--- src/rtl/blg_pkg.sv ---
package blg_pkg;

  // Field widths.
  localparam int unsigned ADC_BITS   = 10;
  localparam int unsigned SUM_W      = 16;
  localparam int unsigned CNT_W      = 7;
  localparam int unsigned LEVEL_W    = 7;
  localparam int unsigned MV_W       = 13;
  localparam int unsigned HOLD_W     = 16;
  localparam int unsigned TICK_W     = 17;
  localparam int unsigned CFG_IDX_W  = 3;
  localparam int unsigned CFG_DATA_W = 16;

  // Burst limits.
  localparam logic [CNT_W-1:0] MAX_SAMPLES = 7'd64;

  // Input command codes.
  localparam logic CMD_SAMPLE = 1'b0;
  localparam logic CMD_TICK   = 1'b1;

  // Configuration register indexes.
  localparam logic [CFG_IDX_W-1:0] CFG_SAMPLE_COUNT = 3'd0;
  localparam logic [CFG_IDX_W-1:0] CFG_LOW_LEVEL    = 3'd1;
  localparam logic [CFG_IDX_W-1:0] CFG_ADC_EMPTY    = 3'd2;
  localparam logic [CFG_IDX_W-1:0] CFG_ADC_FULL     = 3'd3;
  localparam logic [CFG_IDX_W-1:0] CFG_HOLDOFF_MS   = 3'd4;

  // Configuration reset values.
  localparam logic [CNT_W-1:0]    RST_SAMPLE_COUNT = 7'd10;
  localparam logic [LEVEL_W-1:0]  RST_LOW_LEVEL    = 7'd20;
  localparam logic [ADC_BITS-1:0] RST_ADC_EMPTY    = 10'd440;
  localparam logic [ADC_BITS-1:0] RST_ADC_FULL     = 10'd556;
  localparam logic [HOLD_W-1:0]   RST_HOLDOFF_MS   = 16'd30000;

  // Scaling constants.
  localparam logic [TICK_W-1:0]  TICK_MAX   = 17'h1FFFF;
  localparam logic [LEVEL_W-1:0] LEVEL_FULL = 7'd100;

  // Divider geometry.
  localparam int unsigned DIV_DVD_W = 29;
  localparam int unsigned DIV_DSR_W = 16;
  localparam int unsigned DIV_Q_W   = 13;
  localparam int unsigned DIV_K_W   = 5;

  // Quotient bits needed by each division.
  localparam logic [DIV_K_W-1:0] DIV_Q_MEAN = 5'd10;
  localparam logic [DIV_K_W-1:0] DIV_Q_MV   = 5'd13;
  localparam logic [DIV_K_W-1:0] DIV_Q_LVL  = 5'd7;

  // Job queue depth.
  localparam int unsigned FIFO_DEPTH = 2;
  localparam int unsigned FIFO_PTR_W = 1;
  localparam int unsigned FIFO_CNT_W = 2;

  typedef struct packed {
    logic [CNT_W-1:0]    sample_count;
    logic [LEVEL_W-1:0]  low_level;
    logic [ADC_BITS-1:0] adc_empty;
    logic [ADC_BITS-1:0] adc_full;
    logic [HOLD_W-1:0]   holdoff_ms;
  } cfg_t;

  // One queued job: either a tick or a finished burst.
  typedef struct packed {
    logic                is_tick;
    logic [SUM_W-1:0]    sum;
    logic [CNT_W-1:0]    count;
    logic [ADC_BITS-1:0] last;
  } job_t;

  typedef struct packed {
    logic                 start;
    logic [DIV_DVD_W-1:0] dividend;
    logic [DIV_DSR_W-1:0] divisor;
    logic [DIV_K_W-1:0]   qbits;
  } div_req_t;

  typedef struct packed {
    logic               done;
    logic [DIV_Q_W-1:0] quot;
  } div_rsp_t;

endpackage

--- src/rtl/blg_if.sv ---
interface blg_in_if;
  logic       valid;
  logic       ready;
  logic       cmd;
  logic [9:0] sample;

  modport source (output valid, output cmd, output sample, input ready);
  modport sink (input valid, input cmd, input sample, output ready);
endinterface

interface blg_out_if;
  logic        valid;
  logic        ready;
  logic [6:0]  battery_level;
  logic [12:0] voltage_mv;
  logic [9:0]  mean_raw;
  logic [9:0]  last_raw;
  logic        low_battery_alert;

  modport source (
    output valid, output battery_level, output voltage_mv, output mean_raw,
    output last_raw, output low_battery_alert, input ready
  );
  modport sink (
    input valid, input battery_level, input voltage_mv, input mean_raw,
    input last_raw, input low_battery_alert, output ready
  );
endinterface

--- src/rtl/blg_front.sv ---
module blg_front (
  input  logic                          clk_i,
  input  logic                          rst_ni,
  blg_in_if.sink                        in_ch,
  input  logic [blg_pkg::CNT_W-1:0]     sample_count_i,
  output logic                          push_valid_o,
  input  logic                          push_ready_i,
  output blg_pkg::job_t                 push_data_o
);

  logic [blg_pkg::SUM_W-1:0] sum_q, sum_d;
  logic [blg_pkg::CNT_W-1:0] taken_q, taken_d;
  logic [blg_pkg::CNT_W-1:0] burst_len;
  logic [blg_pkg::SUM_W-1:0] sum_next;
  logic [blg_pkg::CNT_W-1:0] taken_next;
  logic                      accept;
  logic                      burst_end;

  // A zero count acts as one, a count above the limit acts as the limit.
  always_comb begin
    if (sample_count_i == '0) begin
      burst_len = 7'd1;
    end else if (sample_count_i > blg_pkg::MAX_SAMPLES) begin
      burst_len = blg_pkg::MAX_SAMPLES;
    end else begin
      burst_len = sample_count_i;
    end
  end

  assign in_ch.ready = push_ready_i;
  assign accept      = in_ch.valid && push_ready_i;

  assign sum_next   = sum_q + {{(blg_pkg::SUM_W - blg_pkg::ADC_BITS){1'b0}}, in_ch.sample};
  assign taken_next = taken_q + 7'd1;
  assign burst_end  = taken_next >= burst_len;

  // Ticks always go to the queue; samples only when they close a burst.
  assign push_valid_o = accept && ((in_ch.cmd == blg_pkg::CMD_TICK) || burst_end);
  always_comb begin
    push_data_o.is_tick = (in_ch.cmd == blg_pkg::CMD_TICK);
    push_data_o.sum     = sum_next;
    push_data_o.count   = taken_next;
    push_data_o.last    = in_ch.sample;
  end

  // Running burst accumulation.
  always_comb begin
    sum_d   = sum_q;
    taken_d = taken_q;
    if (accept && (in_ch.cmd == blg_pkg::CMD_SAMPLE)) begin
      if (burst_end) begin
        sum_d   = '0;
        taken_d = '0;
      end else begin
        sum_d   = sum_next;
        taken_d = taken_next;
      end
    end
  end

  always_ff @(posedge clk_i or negedge rst_ni) begin
    if (!rst_ni) begin
      sum_q   <= '0;
      taken_q <= '0;
    end else begin
      sum_q   <= sum_d;
      taken_q <= taken_d;
    end
  end

endmodule

--- src/rtl/blg_fifo.sv ---
module blg_fifo (
  input  logic          clk_i,
  input  logic          rst_ni,
  input  logic          push_valid_i,
  output logic          push_ready_o,
  input  blg_pkg::job_t push_data_i,
  output logic          pop_valid_o,
  input  logic          pop_ready_i,
  output blg_pkg::job_t pop_data_o
);

  blg_pkg::job_t                      mem_q [blg_pkg::FIFO_DEPTH];
  logic [blg_pkg::FIFO_PTR_W-1:0]     wr_ptr_q, wr_ptr_d;
  logic [blg_pkg::FIFO_PTR_W-1:0]     rd_ptr_q, rd_ptr_d;
  logic [blg_pkg::FIFO_CNT_W-1:0]     cnt_q, cnt_d;
  logic                               do_push;
  logic                               do_pop;

  assign push_ready_o = cnt_q != blg_pkg::FIFO_CNT_W'(blg_pkg::FIFO_DEPTH);
  assign pop_valid_o  = cnt_q != '0;
  assign pop_data_o   = mem_q[rd_ptr_q];

  assign do_push = push_valid_i && push_ready_o;
  assign do_pop  = pop_valid_o && pop_ready_i;

  // Pointer and fill bookkeeping.
  always_comb begin
    wr_ptr_d = do_push ? wr_ptr_q + 1'b1 : wr_ptr_q;
    rd_ptr_d = do_pop ? rd_ptr_q + 1'b1 : rd_ptr_q;
    cnt_d    = cnt_q;
    if (do_push && !do_pop) begin
      cnt_d = cnt_q + 1'b1;
    end else if (do_pop && !do_push) begin
      cnt_d = cnt_q - 1'b1;
    end
  end

  always_ff @(posedge clk_i or negedge rst_ni) begin
    if (!rst_ni) begin
      wr_ptr_q <= '0;
      rd_ptr_q <= '0;
      cnt_q    <= '0;
    end else begin
      wr_ptr_q <= wr_ptr_d;
      rd_ptr_q <= rd_ptr_d;
      cnt_q    <= cnt_d;
    end
  end

  // Storage needs no reset.
  always_ff @(posedge clk_i) begin
    if (do_push) begin
      mem_q[wr_ptr_q] <= push_data_i;
    end
  end

endmodule

--- src/rtl/blg_div.sv ---
module blg_div (
  input  logic              clk_i,
  input  logic              rst_ni,
  input  blg_pkg::div_req_t req_i,
  output blg_pkg::div_rsp_t rsp_o
);

  logic [blg_pkg::DIV_DSR_W-1:0] rem_q, rem_d;
  logic [blg_pkg::DIV_DVD_W-1:0] dvd_q, dvd_d;
  logic [blg_pkg::DIV_DSR_W-1:0] dsr_q, dsr_d;
  logic [blg_pkg::DIV_Q_W-1:0]   quot_q, quot_d;
  logic [blg_pkg::DIV_K_W-1:0]   k_q, k_d;
  logic                          busy_q, busy_d;
  logic                          done_q, done_d;
  logic [blg_pkg::DIV_DSR_W:0]   trial;
  logic                          qbit;

  // One restoring step: bring down the next dividend bit, subtract if it fits.
  assign trial = {rem_q, dvd_q[k_q]};
  assign qbit  = trial >= {1'b0, dsr_q};

  always_comb begin
    rem_d  = rem_q;
    dvd_d  = dvd_q;
    dsr_d  = dsr_q;
    quot_d = quot_q;
    k_d    = k_q;
    busy_d = busy_q;
    done_d = 1'b0;
    if (req_i.start) begin
      // The caller guarantees the upper part stays below the divisor.
      rem_d  = blg_pkg::DIV_DSR_W'(req_i.dividend >> req_i.qbits);
      dvd_d  = req_i.dividend;
      dsr_d  = req_i.divisor;
      quot_d = '0;
      k_d    = req_i.qbits - 1'b1;
      busy_d = 1'b1;
    end else if (busy_q) begin
      rem_d  = qbit ? blg_pkg::DIV_DSR_W'(trial - {1'b0, dsr_q})
                    : blg_pkg::DIV_DSR_W'(trial);
      quot_d = {quot_q[blg_pkg::DIV_Q_W-2:0], qbit};
      k_d    = k_q - 1'b1;
      if (k_q == '0) begin
        busy_d = 1'b0;
        done_d = 1'b1;
      end
    end
  end

  always_ff @(posedge clk_i or negedge rst_ni) begin
    if (!rst_ni) begin
      busy_q <= 1'b0;
      done_q <= 1'b0;
      k_q    <= '0;
    end else begin
      busy_q <= busy_d;
      done_q <= done_d;
      k_q    <= k_d;
    end
  end

  always_ff @(posedge clk_i) begin
    rem_q  <= rem_d;
    dvd_q  <= dvd_d;
    dsr_q  <= dsr_d;
    quot_q <= quot_d;
  end

  assign rsp_o.done = done_q;
  assign rsp_o.quot = quot_q;

endmodule

--- src/rtl/blg_back.sv ---
module blg_back (
  input  logic          clk_i,
  input  logic          rst_ni,
  input  blg_pkg::cfg_t cfg_i,
  input  logic          pop_valid_i,
  output logic          pop_ready_o,
  input  blg_pkg::job_t pop_data_i,
  blg_out_if.source     out_ch
);

  localparam logic [2:0] S_IDLE = 3'd0;
  localparam logic [2:0] S_MEAN = 3'd1;
  localparam logic [2:0] S_MUL  = 3'd2;
  localparam logic [2:0] S_MVST = 3'd3;
  localparam logic [2:0] S_MV   = 3'd4;
  localparam logic [2:0] S_LVST = 3'd5;
  localparam logic [2:0] S_LVL  = 3'd6;
  localparam logic [2:0] S_OUT  = 3'd7;

  logic [2:0]                       state_q, state_d;
  logic [blg_pkg::TICK_W-1:0]       tick_q, tick_d;
  logic [blg_pkg::SUM_W-1:0]        sum_q, sum_d;
  logic [blg_pkg::CNT_W-1:0]        n_q, n_d;
  logic [blg_pkg::ADC_BITS-1:0]     last_q, last_d;
  logic [blg_pkg::ADC_BITS-1:0]     mean_q, mean_d;
  logic [blg_pkg::MV_W-1:0]         mv_q, mv_d;
  logic [blg_pkg::LEVEL_W-1:0]      lvl_q, lvl_d;
  logic [blg_pkg::DIV_DVD_W-1:0]    prod_q, prod_d;
  logic [blg_pkg::DIV_DSR_W-1:0]    den_q, den_d;
  logic [16:0]                      lnum_q, lnum_d;
  logic [blg_pkg::ADC_BITS-1:0]     lden_q, lden_d;
  logic                             out_valid_q, out_valid_d;
  logic [blg_pkg::LEVEL_W-1:0]      o_level_q, o_level_d;
  logic [blg_pkg::MV_W-1:0]         o_mv_q, o_mv_d;
  logic [blg_pkg::ADC_BITS-1:0]     o_mean_q, o_mean_d;
  logic [blg_pkg::ADC_BITS-1:0]     o_last_q, o_last_d;
  logic                             o_alert_q, o_alert_d;
  logic                             alert;
  blg_pkg::div_req_t                div_req;
  blg_pkg::div_rsp_t                div_rsp;

  blg_div u_div (
    .clk_i  (clk_i),
    .rst_ni (rst_ni),
    .req_i  (div_req),
    .rsp_o  (div_rsp)
  );

  assign pop_ready_o = (state_q == S_IDLE);

  assign alert = (lvl_q < cfg_i.low_level) && (tick_q > {1'b0, cfg_i.holdoff_ms});

  // Job sequencer: counts ticks, and runs a burst's divisions one after another through the shared divider.
  always_comb begin
    state_d     = state_q;
    tick_d      = tick_q;
    sum_d       = sum_q;
    n_d         = n_q;
    last_d      = last_q;
    mean_d      = mean_q;
    mv_d        = mv_q;
    lvl_d       = lvl_q;
    prod_d      = prod_q;
    den_d       = den_q;
    lnum_d      = lnum_q;
    lden_d      = lden_q;
    out_valid_d = out_valid_q;
    o_level_d   = o_level_q;
    o_mv_d      = o_mv_q;
    o_mean_d    = o_mean_q;
    o_last_d    = o_last_q;
    o_alert_d   = o_alert_q;
    div_req     = '0;

    if (out_valid_q && out_ch.ready) begin
      out_valid_d = 1'b0;
    end

    unique case (state_q)
      S_IDLE: begin
        if (pop_valid_i) begin
          if (pop_data_i.is_tick) begin
            if (tick_q != blg_pkg::TICK_MAX) begin
              tick_d = tick_q + 1'b1;
            end
          end else begin
            sum_d            = pop_data_i.sum;
            n_d              = pop_data_i.count;
            last_d           = pop_data_i.last;
            div_req.start    = 1'b1;
            div_req.dividend = {{(blg_pkg::DIV_DVD_W - blg_pkg::SUM_W){1'b0}},
                                pop_data_i.sum};
            div_req.divisor  = {{(blg_pkg::DIV_DSR_W - blg_pkg::CNT_W){1'b0}},
                                pop_data_i.count};
            div_req.qbits    = blg_pkg::DIV_Q_MEAN;
            state_d          = S_MEAN;
          end
        end
      end
      S_MEAN: begin
        if (div_rsp.done) begin
          mean_d  = div_rsp.quot[blg_pkg::ADC_BITS-1:0];
          state_d = S_MUL;
        end
      end
      S_MUL: begin
        // Scale products for the voltage and the level, each registered.
        prod_d = {{(blg_pkg::DIV_DVD_W - blg_pkg::SUM_W){1'b0}}, sum_q} * 29'd7494;
        den_d  = {{(blg_pkg::DIV_DSR_W - blg_pkg::CNT_W){1'b0}}, n_q} * 16'd1000;
        lnum_d = {7'd0, mean_q - cfg_i.adc_empty} * 17'd100;
        lden_d = cfg_i.adc_full - cfg_i.adc_empty;
        state_d = S_MVST;
      end
      S_MVST: begin
        div_req.start    = 1'b1;
        div_req.dividend = prod_q;
        div_req.divisor  = den_q;
        div_req.qbits    = blg_pkg::DIV_Q_MV;
        state_d          = S_MV;
      end
      S_MV: begin
        if (div_rsp.done) begin
          mv_d    = div_rsp.quot;
          state_d = S_LVST;
        end
      end
      S_LVST: begin
        // Settle the easy level cases without dividing.
        if (mean_q <= cfg_i.adc_empty) begin
          lvl_d   = '0;
          state_d = S_OUT;
        end else if (cfg_i.adc_full <= cfg_i.adc_empty) begin
          lvl_d   = blg_pkg::LEVEL_FULL;
          state_d = S_OUT;
        end else if (lnum_q[16:7] >= lden_q) begin
          lvl_d   = blg_pkg::LEVEL_FULL;
          state_d = S_OUT;
        end else begin
          div_req.start    = 1'b1;
          div_req.dividend = {{(blg_pkg::DIV_DVD_W - 17){1'b0}}, lnum_q};
          div_req.divisor  = {{(blg_pkg::DIV_DSR_W - blg_pkg::ADC_BITS){1'b0}}, lden_q};
          div_req.qbits    = blg_pkg::DIV_Q_LVL;
          state_d          = S_LVL;
        end
      end
      S_LVL: begin
        if (div_rsp.done) begin
          if (div_rsp.quot[blg_pkg::LEVEL_W-1:0] > blg_pkg::LEVEL_FULL) begin
            lvl_d = blg_pkg::LEVEL_FULL;
          end else begin
            lvl_d = div_rsp.quot[blg_pkg::LEVEL_W-1:0];
          end
          state_d = S_OUT;
        end
      end
      S_OUT: begin
        // Load the output register once the previous result has left.
        if (!out_valid_q || out_ch.ready) begin
          out_valid_d = 1'b1;
          o_level_d   = lvl_q;
          o_mv_d      = mv_q;
          o_mean_d    = mean_q;
          o_last_d    = last_q;
          o_alert_d   = alert;
          if (alert) begin
            tick_d = '0;
          end
          state_d = S_IDLE;
        end
      end
      default: begin
        state_d = S_IDLE;
      end
    endcase
  end

  always_ff @(posedge clk_i or negedge rst_ni) begin
    if (!rst_ni) begin
      state_q     <= S_IDLE;
      tick_q      <= '0;
      out_valid_q <= 1'b0;
    end else begin
      state_q     <= state_d;
      tick_q      <= tick_d;
      out_valid_q <= out_valid_d;
    end
  end

  always_ff @(posedge clk_i) begin
    sum_q     <= sum_d;
    n_q       <= n_d;
    last_q    <= last_d;
    mean_q    <= mean_d;
    mv_q      <= mv_d;
    lvl_q     <= lvl_d;
    prod_q    <= prod_d;
    den_q     <= den_d;
    lnum_q    <= lnum_d;
    lden_q    <= lden_d;
    o_level_q <= o_level_d;
    o_mv_q    <= o_mv_d;
    o_mean_q  <= o_mean_d;
    o_last_q  <= o_last_d;
    o_alert_q <= o_alert_d;
  end

  assign out_ch.valid             = out_valid_q;
  assign out_ch.battery_level     = o_level_q;
  assign out_ch.voltage_mv        = o_mv_q;
  assign out_ch.mean_raw          = o_mean_q;
  assign out_ch.last_raw          = o_last_q;
  assign out_ch.low_battery_alert = o_alert_q;

endmodule

--- src/rtl/battery_level_gauge_top.sv ---
// Ticks and samples that do not close a burst are taken at one per cycle while
// the job queue has room. A closing sample's result comes from passes through
// one shared radix-2 divider (mean, voltage, then level unless no division
// is needed); the back end pops no new job until that result is registered.
// Reset clears the burst sum, the tick counter and the result handshake,
// and loads the configuration registers with their default values.
module battery_level_gauge_top (
  input  logic                               clk_i,
  input  logic                               rst_ni,
  blg_in_if.sink                             in_ch,
  blg_out_if.source                          out_ch,
  input  logic                               cfg_we_i,
  input  logic [blg_pkg::CFG_IDX_W-1:0]      cfg_idx_i,
  input  logic [blg_pkg::CFG_DATA_W-1:0]     cfg_data_i
);

  blg_pkg::cfg_t cfg_q, cfg_d;
  logic          push_valid;
  logic          push_ready;
  blg_pkg::job_t push_data;
  logic          pop_valid;
  logic          pop_ready;
  blg_pkg::job_t pop_data;

  // Configuration register writes.
  always_comb begin
    cfg_d = cfg_q;
    if (cfg_we_i) begin
      unique case (cfg_idx_i)
        blg_pkg::CFG_SAMPLE_COUNT: cfg_d.sample_count = cfg_data_i[blg_pkg::CNT_W-1:0];
        blg_pkg::CFG_LOW_LEVEL:    cfg_d.low_level    = cfg_data_i[blg_pkg::LEVEL_W-1:0];
        blg_pkg::CFG_ADC_EMPTY:    cfg_d.adc_empty    = cfg_data_i[blg_pkg::ADC_BITS-1:0];
        blg_pkg::CFG_ADC_FULL:     cfg_d.adc_full     = cfg_data_i[blg_pkg::ADC_BITS-1:0];
        blg_pkg::CFG_HOLDOFF_MS:   cfg_d.holdoff_ms   = cfg_data_i[blg_pkg::HOLD_W-1:0];
        default: begin
          cfg_d = cfg_q;
        end
      endcase
    end
  end

  always_ff @(posedge clk_i or negedge rst_ni) begin
    if (!rst_ni) begin
      cfg_q.sample_count <= blg_pkg::RST_SAMPLE_COUNT;
      cfg_q.low_level    <= blg_pkg::RST_LOW_LEVEL;
      cfg_q.adc_empty    <= blg_pkg::RST_ADC_EMPTY;
      cfg_q.adc_full     <= blg_pkg::RST_ADC_FULL;
      cfg_q.holdoff_ms   <= blg_pkg::RST_HOLDOFF_MS;
    end else begin
      cfg_q <= cfg_d;
    end
  end

  blg_front u_front (
    .clk_i          (clk_i),
    .rst_ni         (rst_ni),
    .in_ch          (in_ch),
    .sample_count_i (cfg_q.sample_count),
    .push_valid_o   (push_valid),
    .push_ready_i   (push_ready),
    .push_data_o    (push_data)
  );

  blg_fifo u_fifo (
    .clk_i        (clk_i),
    .rst_ni       (rst_ni),
    .push_valid_i (push_valid),
    .push_ready_o (push_ready),
    .push_data_i  (push_data),
    .pop_valid_o  (pop_valid),
    .pop_ready_i  (pop_ready),
    .pop_data_o   (pop_data)
  );

  blg_back u_back (
    .clk_i       (clk_i),
    .rst_ni      (rst_ni),
    .cfg_i       (cfg_q),
    .pop_valid_i (pop_valid),
    .pop_ready_o (pop_ready),
    .pop_data_i  (pop_data),
    .out_ch      (out_ch)
  );

endmodule

--- src/flat_wrapper.sv ---
// flat-port wrapper written by rule: the top's interface ports become plain ports
module battery_level_gauge_top_flat 
  (clk_i, rst_ni, cfg_we_i, cfg_idx_i, cfg_data_i, in_ch_valid, in_ch_cmd, in_ch_sample, in_ch_ready, out_ch_valid, out_ch_battery_level, out_ch_voltage_mv, out_ch_mean_raw, out_ch_last_raw, out_ch_low_battery_alert, out_ch_ready);
  blg_in_if in_ch_i ();
  blg_out_if out_ch_i ();
  input  logic clk_i;
  input  logic rst_ni;
  input  logic cfg_we_i;
  input  logic [blg_pkg::CFG_IDX_W-1:0] cfg_idx_i;
  input  logic [blg_pkg::CFG_DATA_W-1:0] cfg_data_i;
  input wire logic [$bits(in_ch_i.valid)-1:0] in_ch_valid;
  input wire logic [$bits(in_ch_i.cmd)-1:0] in_ch_cmd;
  input wire logic [$bits(in_ch_i.sample)-1:0] in_ch_sample;
  output wire logic [$bits(in_ch_i.ready)-1:0] in_ch_ready;
  output wire logic [$bits(out_ch_i.valid)-1:0] out_ch_valid;
  output wire logic [$bits(out_ch_i.battery_level)-1:0] out_ch_battery_level;
  output wire logic [$bits(out_ch_i.voltage_mv)-1:0] out_ch_voltage_mv;
  output wire logic [$bits(out_ch_i.mean_raw)-1:0] out_ch_mean_raw;
  output wire logic [$bits(out_ch_i.last_raw)-1:0] out_ch_last_raw;
  output wire logic [$bits(out_ch_i.low_battery_alert)-1:0] out_ch_low_battery_alert;
  input wire logic [$bits(out_ch_i.ready)-1:0] out_ch_ready;
  assign in_ch_i.valid = in_ch_valid;
  assign in_ch_i.cmd = in_ch_cmd;
  assign in_ch_i.sample = in_ch_sample;
  assign in_ch_ready = in_ch_i.ready;
  assign out_ch_valid = out_ch_i.valid;
  assign out_ch_battery_level = out_ch_i.battery_level;
  assign out_ch_voltage_mv = out_ch_i.voltage_mv;
  assign out_ch_mean_raw = out_ch_i.mean_raw;
  assign out_ch_last_raw = out_ch_i.last_raw;
  assign out_ch_low_battery_alert = out_ch_i.low_battery_alert;
  assign out_ch_i.ready = out_ch_ready;
  battery_level_gauge_top u_core (.clk_i(clk_i), .rst_ni(rst_ni), .in_ch(in_ch_i), .out_ch(out_ch_i), .cfg_we_i(cfg_we_i), .cfg_idx_i(cfg_idx_i), .cfg_data_i(cfg_data_i));
endmodule
--- config.mk ---
export PLATFORM = sky130hd
export DESIGN_NAME = battery_level_gauge_top_flat
export DESIGN_NICKNAME = d
export VERILOG_FILES = /design/src/rtl/blg_pkg.sv /design/src/rtl/blg_if.sv /design/src/rtl/blg_front.sv /design/src/rtl/blg_fifo.sv /design/src/rtl/blg_div.sv /design/src/rtl/blg_back.sv /design/src/rtl/battery_level_gauge_top.sv /design/src/flat_wrapper.sv
export SDC_FILE = /design/constraint.sdc
export NUM_CORES = 1
export LEC_CHECK = 0
export ABC_AREA = 0
export BUFFER_PORTS_ARGS = -buffer_cell sky130_fd_sc_hd__buf_2
export CORE_MARGIN = 10
export CORE_UTILIZATION = 59
export CTS_BUF_LIST = sky130_fd_sc_hd__clkbuf_4 sky130_fd_sc_hd__clkbuf_8
export CTS_CLUSTER_SIZE = 14
export DETAILED_ROUTE_END_ITERATION = 12
export GPL_TIMING_DRIVEN = 1
export PLACE_DENSITY = 0.85
export SLEW_MARGIN = 40
export SYNTH_ARGS = -nofsm -noshare
export SYNTH_HDL_FRONTEND = slang
export SYNTH_HIERARCHICAL = 1
export SYNTH_SLANG_ARGS = --single-unit
--- constraint.sdc ---
create_clock -name clk_i -period 5.45 [get_ports clk_i]
set_input_delay 0.2725 -clock clk_i [delete_from_list [all_inputs] [get_ports clk_i]]
set_output_delay 0.2725 -clock clk_i [all_outputs]
set_load 0.05 [all_outputs]
==> results of run 1 <==
-- through the flow --
stage	instances	util [%]	setup WS (ps)	TNS, ps
finish	2907	66.2	198	0
global route	2907	66.2	-32.6	-39.1
CTS	2906	66.0	25.6	0
detailed placement	2747	61.8	16.8	0
global placement	2745	61.6	125	0
floorplan	2130	-	190	0
-- final cells by class --
| class | instances | area, um^2 |
|---|---|---|
| flip-flops and latches | 417 | 11900 |
| multi-input cells | 1409 | 13300 |
| repair buffers | 138 | 966 |
| clock inverters | 27 | 263 |
| clock buffers | 103 | 1310 |
| well taps | 592 | 741 |
| fillers | 2944 | 15000 |
| inverters | 221 | 830 |
-- layer usage --
metal | wire length, um | track usage (%) | vias to the layer above
met2 | 30200 | 38.4 | 705
met1 | 24800 | 28.6 | 8740
met5 | 0 | 0 | -
met4 | 1500 | 7.56 | 0
li1 | - | - | 8003
met3 | 3450 | 3.37 | 137
-- what timing repair did --
action / CTS / global route
hold buffers: 29 / 0
endpoints found under the setup margin: 1 / 5
hold endpoints to repair: 112 / 0
pin swaps: 0 / 7
resized for setup: 1 / 16
buffers inserted: 0 / 1
-- worst max-delay path, stage by stage (launching register included) --
cell,delay (ps)
edfxtp_1,380
buf_4,170
fa_1,520
fa_1,440
fa_1,510
inv_1,50
fa_1,540
inv_1,60
fa_1,540
ha_2,310
and3_1,230
a2111oi_0,240
o21bai_2,190
o31ai_2,90
a21oi_2,180
o21ai_2,110
or4b_1,470
nand3_1,90
-- Yosys cell counts, drive strengths merged (28+ instances only) --
cell type / number
nand3: 46
buf: 56
dfrtp: 85
nor2: 96
mux4: 35
xnor2: 66
nand2: 83
mux2i: 60
a22o: 38
inv: 220
fa: 87
ha: 250
edfxtp: 299
xor2: 40
nor2b: 28
o21ai: 68
a21oi: 95
mux2: 91
a21o: 56
-- cell families (layout without fill, tap and decap cells) --
family | after synthesis | count (layout)
fa+ha+maj | 337 | 337
other cells | 1 | 1
simple gates | 384 | 384
mux | 186 | 186
xor+xnor | 106 | 106
flops | 417 | 417
buf+inv | 304 | 489
compound gates | 395 | 395
-- power groups by stage --
stage	Clock, mW	Combinational (mW)	Sequential (mW)
after global routing	3.27	2.82	4.04
after CTS	3.12	2.52	4.00
final	3.08	2.55	4.01
after global placement	0	2.34	4.04
after detailed placement	0	2.47	4.06
after floorplan	0	1.91	4.01
-- final timing paths --
| path | end | slack [ps] | cells after the start |
|---|---|---|---|
| min | u_core/cfg_q[49] | 140 | 3 |
| max reg2reg | u_core/u_back/prod_q[26] | 200 | 17 |
| max | u_core/u_back/prod_q[26] | 200 | 17 |
| max in group asynchronous | u_core/u_fifo/rd_ptr_q | 4120 | 3 |
| min reg2reg | u_core/u_back/out_ch.voltage_mv[4] | 400 | 0 |
| min in group asynchronous | u_core/u_back/u_div/k_q[2] | 200 | 2 |
-- sequential cells by signal (all words and copies together) (netlist names), 13 cells and up --
register,flops
u_core/u_back/lnum_q,15
u_core/u_back/out_ch.voltage_mv,13
u_core/u_back/prod_q,28
u_core/u_back/u_div/rem_q,16
u_core/u_back/den_q,13
u_core/u_fifo/mem_q,68
u_core/u_back/u_div/dsr_q,16
u_core/u_back/tick_q,17
u_core/cfg_q,50
u_core/u_back/u_div/dvd_q,29
u_core/u_front/sum_q,16
u_core/u_back/u_div/quot_q,13
u_core/u_back/sum_q,16
u_core/u_back/mv_q,13
==> results_dict.tcl, run 1 <==
set metrics [dict create \
    drv_cap 0 \
    via_count 17600 \
    netlist_top_cells_area "edfxtp_1 34%, ha_1 12%, dfrtp_1 8.1%" \
    die_w_um 231 \
    drt_wl_total_um 60000 \
    grt_pass1_vias 18200 \
    ys_types 97 \
    die_h_um 231 \
    seq_area_frac_synth_pct 45.1 \
    synth_top_family_by_area "adder cells" \
    fin_area_um2 29300 \
    synth_xor_area_share_pct 3.52 \
    netlist.area_leader.share_pct 34.1 \
    drc 0 \
    relSlewSlack_pct 44.3 \
    critPathMaxFanout 5 \
    crit_path_start "u_core/u_back/sum_q[1]" \
    syn_nets 2502 \
    initial_core_util_pct 59.6 \
    hold_class "input pin to flip-flop" \
    syn_area_um2 26400 \
    area_delta_synth_final_pct 11.0 \
    port_buffers 77 \
    cts_buffer_depth 3 \
    worst_slew_pin_slew_ps 832 \
    yosysTopAreaCell "edfxtp_1" \
    synth_edf_count 299 \
    synth_mux_area_share_pct 9.75 \
    synth_ff_type "edfxtp_1" \
    total_power_mw 9.64 \
    clk_pin_slew_ps 60 \
    critPathKind "flip-flop to flip-flop" \
    ant_nets 0 \
    drive_above_1_share_pct 19.1 \
    fin_hold_ws_ps 140 \
    core_area_um2 44200 \
    ios 78 \
    fin_crit_sh_pct 96.4 \
    drtPass1Iterations 6 \
    p_per_area_nw_per_um2 329 \
    clk-insertion-delay-late_ps 650 \
    htree_levels 3 \
    yosys.area_share.simple_pct 7.53 \
    synth-adder-area-share_pct 18.5 \
    layout_commonest_cell "edfxtp_1" \
    ir_worst_vdd_v 0.000304 \
    hold_viol_final 0 \
    gr-total-overflow 0 \
    pwr-share-comb_pct 26.5 \
    synth_seq_cells 417 \
    place.gp.congestion 0.898 \
    fmax_ghz 0.190 \
    cts_tree "done" \
    netlist_instances 2130 \
    crit_required_ps 5950 \
    pwr-share-clk_pct 32.0 \
    finClkSkew_ps 39.2 \
    nets 2629 \
    status "completed" \
    grt_max_degree 67 \
    grt_pass1_wl_um 96600 \
    critPathLaunchType "flip-flop" \
    rows 77 \
    placed_area_um2 27300 \
    numCtsBuffers 70 \
    r2r-start "u_core/u_back/sum_q[1]" \
    track_usage_pct 22.4 \
    antenna_found_initial 0 \
    maxSlewViolCount 0 \
    wire_per_inst_um 20.6 \
    p_int_mw 6.71 \
    vias_per_cell 6.05 \
    power.share.sequential_pct 41.6 \
    layout_common_cells "299 x edfxtp_1, 246 x ha_1, 216 x inv_1" \
    power_leakage_nw 12.5 \
    cp-end-kind "flip-flop" \
    min-delay-start "cfg_idx_i[2]" \
    place_hpwl_um 43000 \
    synth_compound_area_share_pct 10.5 \
    n_antenna_cell 0 \
    async_reset_ff_share_pct 25.2 \
    dieArea_um2 53500 \
    syn_area_per_cell_um2 12.4 \
    setup_viol 0 \
    clock_sink_count 417 \
    drtIter0Drc 1657 \
    p_switching_mw 2.93 \
    yosysWarnings 6 \
    root_buffer "clkbuf_8" \
    layout_min_cycle_time_ps 5250 \
    switching_share_pct 30.4 \
    critPathArrivalTime_ps 5750 \
]
Power figures use the tool's default switching activity.
==> run 2, diff against run 1 <==
--- a/config.mk
+++ b/config.mk
@@ -17,5 +17,4 @@
 export SLEW_MARGIN = 40
 export SYNTH_ARGS = -nofsm -noshare
 export SYNTH_HDL_FRONTEND = slang
-export SYNTH_HIERARCHICAL = 1
 export SYNTH_SLANG_ARGS = --single-unit
==> results_dict.tcl, run 2 <==
set metrics [dict create \
    synth_seq_cells 417 \
    area_delta_synth_final_pct 12.3 \
    syn_nets 2363 \
    ys_types 80 \
    n_antenna_cell 0 \
    hold_depth 3 \
    cp-end-kind "flip-flop" \
    ys_top_cells_by_count "299 x edfxtp_1, 253 x inv_1, 250 x ha_1, 111 x nand2_1, 89 x nor2_1" \
    fmax_ghz 0.191 \
    rrSetupSlack_ps 230 \
    finClkSkew_ps 26.0 \
    ios 78 \
    synth_edf_count 299 \
    critPathLaunchType "flip-flop" \
    wire_per_inst_um 19.8 \
    antenna_found_initial 1 \
    p_int_mw 6.44 \
    slowest_stage "fa_1" \
    drive_above_1_share_pct 15.7 \
    r2r-end "u_core.u_back.prod_q[27]" \
    min-delay-start "in_ch_valid" \
    setup_viol 0 \
    place_hpwl_um 39000 \
    yosysTopAreaCell "edfxtp_1" \
    crit_chain "buf_4 -> fa_1 -> fa_1 -> fa_1 -> inv_1 -> fa_1 -> fa_1 -> inv_1 -> ha_1 -> nand2_1 -> o21ai_2 -> nor3_2 -> a211oi_2 -> a31oi_2 -> o21bai_1 -> a21oi_1 -> xnor2_1" \
    initial_core_util_pct 59.5 \
    critPathArrivalTime_ps 5600 \
    drtIter0Drc 1633 \
    ant_nets 0 \
    clock_sink_count 417 \
    relSlewSlack_pct 46.9 \
    worst-path-buf-inv 3 \
    die_h_um 223 \
    critPathKind "flip-flop to flip-flop" \
    r2r-start "u_core.u_back.sum_q[5]" \
    grt_pass1_vias 16700 \
    status "completed" \
    nets 2525 \
    syn_area_per_cell_um2 12.2 \
    critPathMaxFanout 5 \
    layout_common_cells "299 x edfxtp_1, 252 x inv_1, 250 x ha_1" \
    grt_pass1_wl_um 86300 \
    fin_cells 2740 \
    netlist_instances 1991 \
    cpLargestDelayFamily "adder cells" \
    root_buffer "clkbuf_8" \
    fin_crit_sh_pct 95.8 \
    ir_worst_vdd_v 0.000345 \
    track_usage_pct 21.5 \
    place.gp.congestion 0.888 \
    port_buffers 77 \
    dieArea_um2 49600 \
    cts_buffer_depth 3 \
    via_count 16200 \
    vias_per_cell 5.93 \
    yosysWarnings 0 \
    switching_share_pct 29.6 \
    power_leakage_nw 12.1 \
    biggestRegsByFlops "u_core.u_fifo.mem_q (68), u_core.cfg_q (50), u_core.u_back.u_div.dvd_q (29)" \
    die_w_um 223 \
    synth_ff_type "edfxtp_1" \
    dp_cells 2584 \
    drc 0 \
    power.share.sequential_pct 43.4 \
    layout_commonest_cell "edfxtp_1" \
    rows 74 \
    drt_wl_total_um 54200 \
    crit_top_cell "fa_1" \
    clk-insertion-delay-late_ps 630 \
    r2r_cells 17 \
    pwr-share-clk_pct 31.8 \
    total_power_mw 9.15 \
    synth.most_common_cell "edfxtp_1" \
    largest_register_ffs 68 \
    htree_levels 3 \
    hold_viol_final 0 \
    drv_cap 0 \
    async_reset_ff_share_pct 25.2 \
    crit_required_ps 5830 \
    p_switching_mw 2.71 \
    syn_area_um2 24200 \
    hold_end "u_core.u_fifo.wr_ptr_q" \
    maxSlewViolCount 0 \
    pwr-share-comb_pct 24.8 \
    cts_tree "done" \
    netlist_top_cells_area "edfxtp_1 37%, ha_1 13%, dfrtp_1 8.8%" \
    slowest_delay_ps 560 \
    numCtsBuffers 68 \
    seq_area_frac_synth_pct 49.1 \
    largest_register "u_core.u_fifo.mem_q" \
    gr-total-overflow 0 \
    clk_pin_slew_ps 70 \
    p_per_area_nw_per_um2 336 \
    worst_slew_pin_slew_ps 793 \
    layout_min_cycle_time_ps 5220 \
    hold_class "input pin to flip-flop" \
    drtPass1Iterations 7 \
    core_area_um2 40700 \
    netlist.area_leader.share_pct 37.1 \
    grt_max_degree 81 \
]
[run 2: metrics by stage]
stage	cell area, um^2	setup WS (ps)	setup TNS, ps	hold WS (ps)	utilization, %
after CTS	27200	72.3	0	8.45	66.7
after global routing	27200	-22.6	-22.6	57.3	66.8
after floorplan	24200	341	0	-23.1	-
final	27200	227	0	39.9	66.8
after global placement	25300	156	0	205	62.2
after detailed placement	25400	-85.9	-85.9	216	62.3
[run 2: area by class of cell]
cell class                      count  area [um^2]
Fill cell                        2772        13500
Clock buffer                      104         1300
Clock inverter                     21          175
Timing Repair Buffer              135          935
Sequential cell                   417        11900
Inverter                          256          961
Multi-Input combinational cell   1275        11300
Tap cell                          532          666
[run 2: worst min-delay path: cells and delay by family]
family                 cells  cell delay [ps]
XOR/XNOR                   1               90
buffers and inverters      1              100
AND/OR/NAND/NOR            1              160
[run 2: cell families after synthesis]
kind of cell    count (synthesis)  synth area share (%)
fa+ha+maj                     337                  20.1
mux                           102                  4.96
xor+xnor                       90                  3.25
simple gates                  373                  7.51
compound gates                373                  10.4
buf+inv                       299                  4.73
flops                         417                  49.1
[run 2: worst max-delay path by stage]
stage / cells past startpoint / slack [ps] / end / startpoint
5_1_grt: 17 / -20 / u_core.u_back.prod_q[27] / u_core.u_back.sum_q[5]
2_1_floorplan: 18 / 340 / u_core.u_back.prod_q[27] / u_core.u_back.sum_q[5]
3_3_place_gp: 17 / 160 / u_core.u_back.prod_q[27] / u_core.u_back.sum_q[5]
4_1_cts: 17 / 70 / u_core.u_back.prod_q[27] / u_core.u_back.sum_q[5]
3_5_place_dp: 17 / -90 / u_core.u_back.prod_q[27] / u_core.u_back.sum_q[5]
6_report: 17 / 230 / u_core.u_back.prod_q[27] / u_core.u_back.sum_q[5]
[run 2: power by group through the flow]
| stage | clock network (mW) | registers [mW] | logic (mW) |
|---|---|---|---|
| 2_1_floorplan | 0 | 3.99 | 1.65 |
| 3_3_place_gp | 0 | 4.01 | 2.07 |
| 3_5_place_dp | 0 | 4.03 | 2.21 |
| 4_1_cts | 2.94 | 3.97 | 2.26 |
| 5_1_grt | 3.08 | 3.99 | 2.53 |
| 6_report | 2.91 | 3.97 | 2.27 |
[run 2: per-layer routing]
metal  global-route usage (%)  vias up  wire length [um]
li1                         -     7475                 -
met3                     4.08      145              3820
met2                     36.2      661             26800
met4                     9.66        0              1950
met1                     26.5     7967             21700
met5                        0        -                 0
[run 2: what timing repair did]
| action | CTS | global route |
|---|---|---|
| endpoints found under the setup margin | 1 | 6 |
| buffers inserted | 0 | 2 |
| hold endpoints to repair | 88 | 0 |
| resized for setup | 1 | 7 |
| pin swaps | 0 | 1 |
| hold buffers | 29 | 0 |
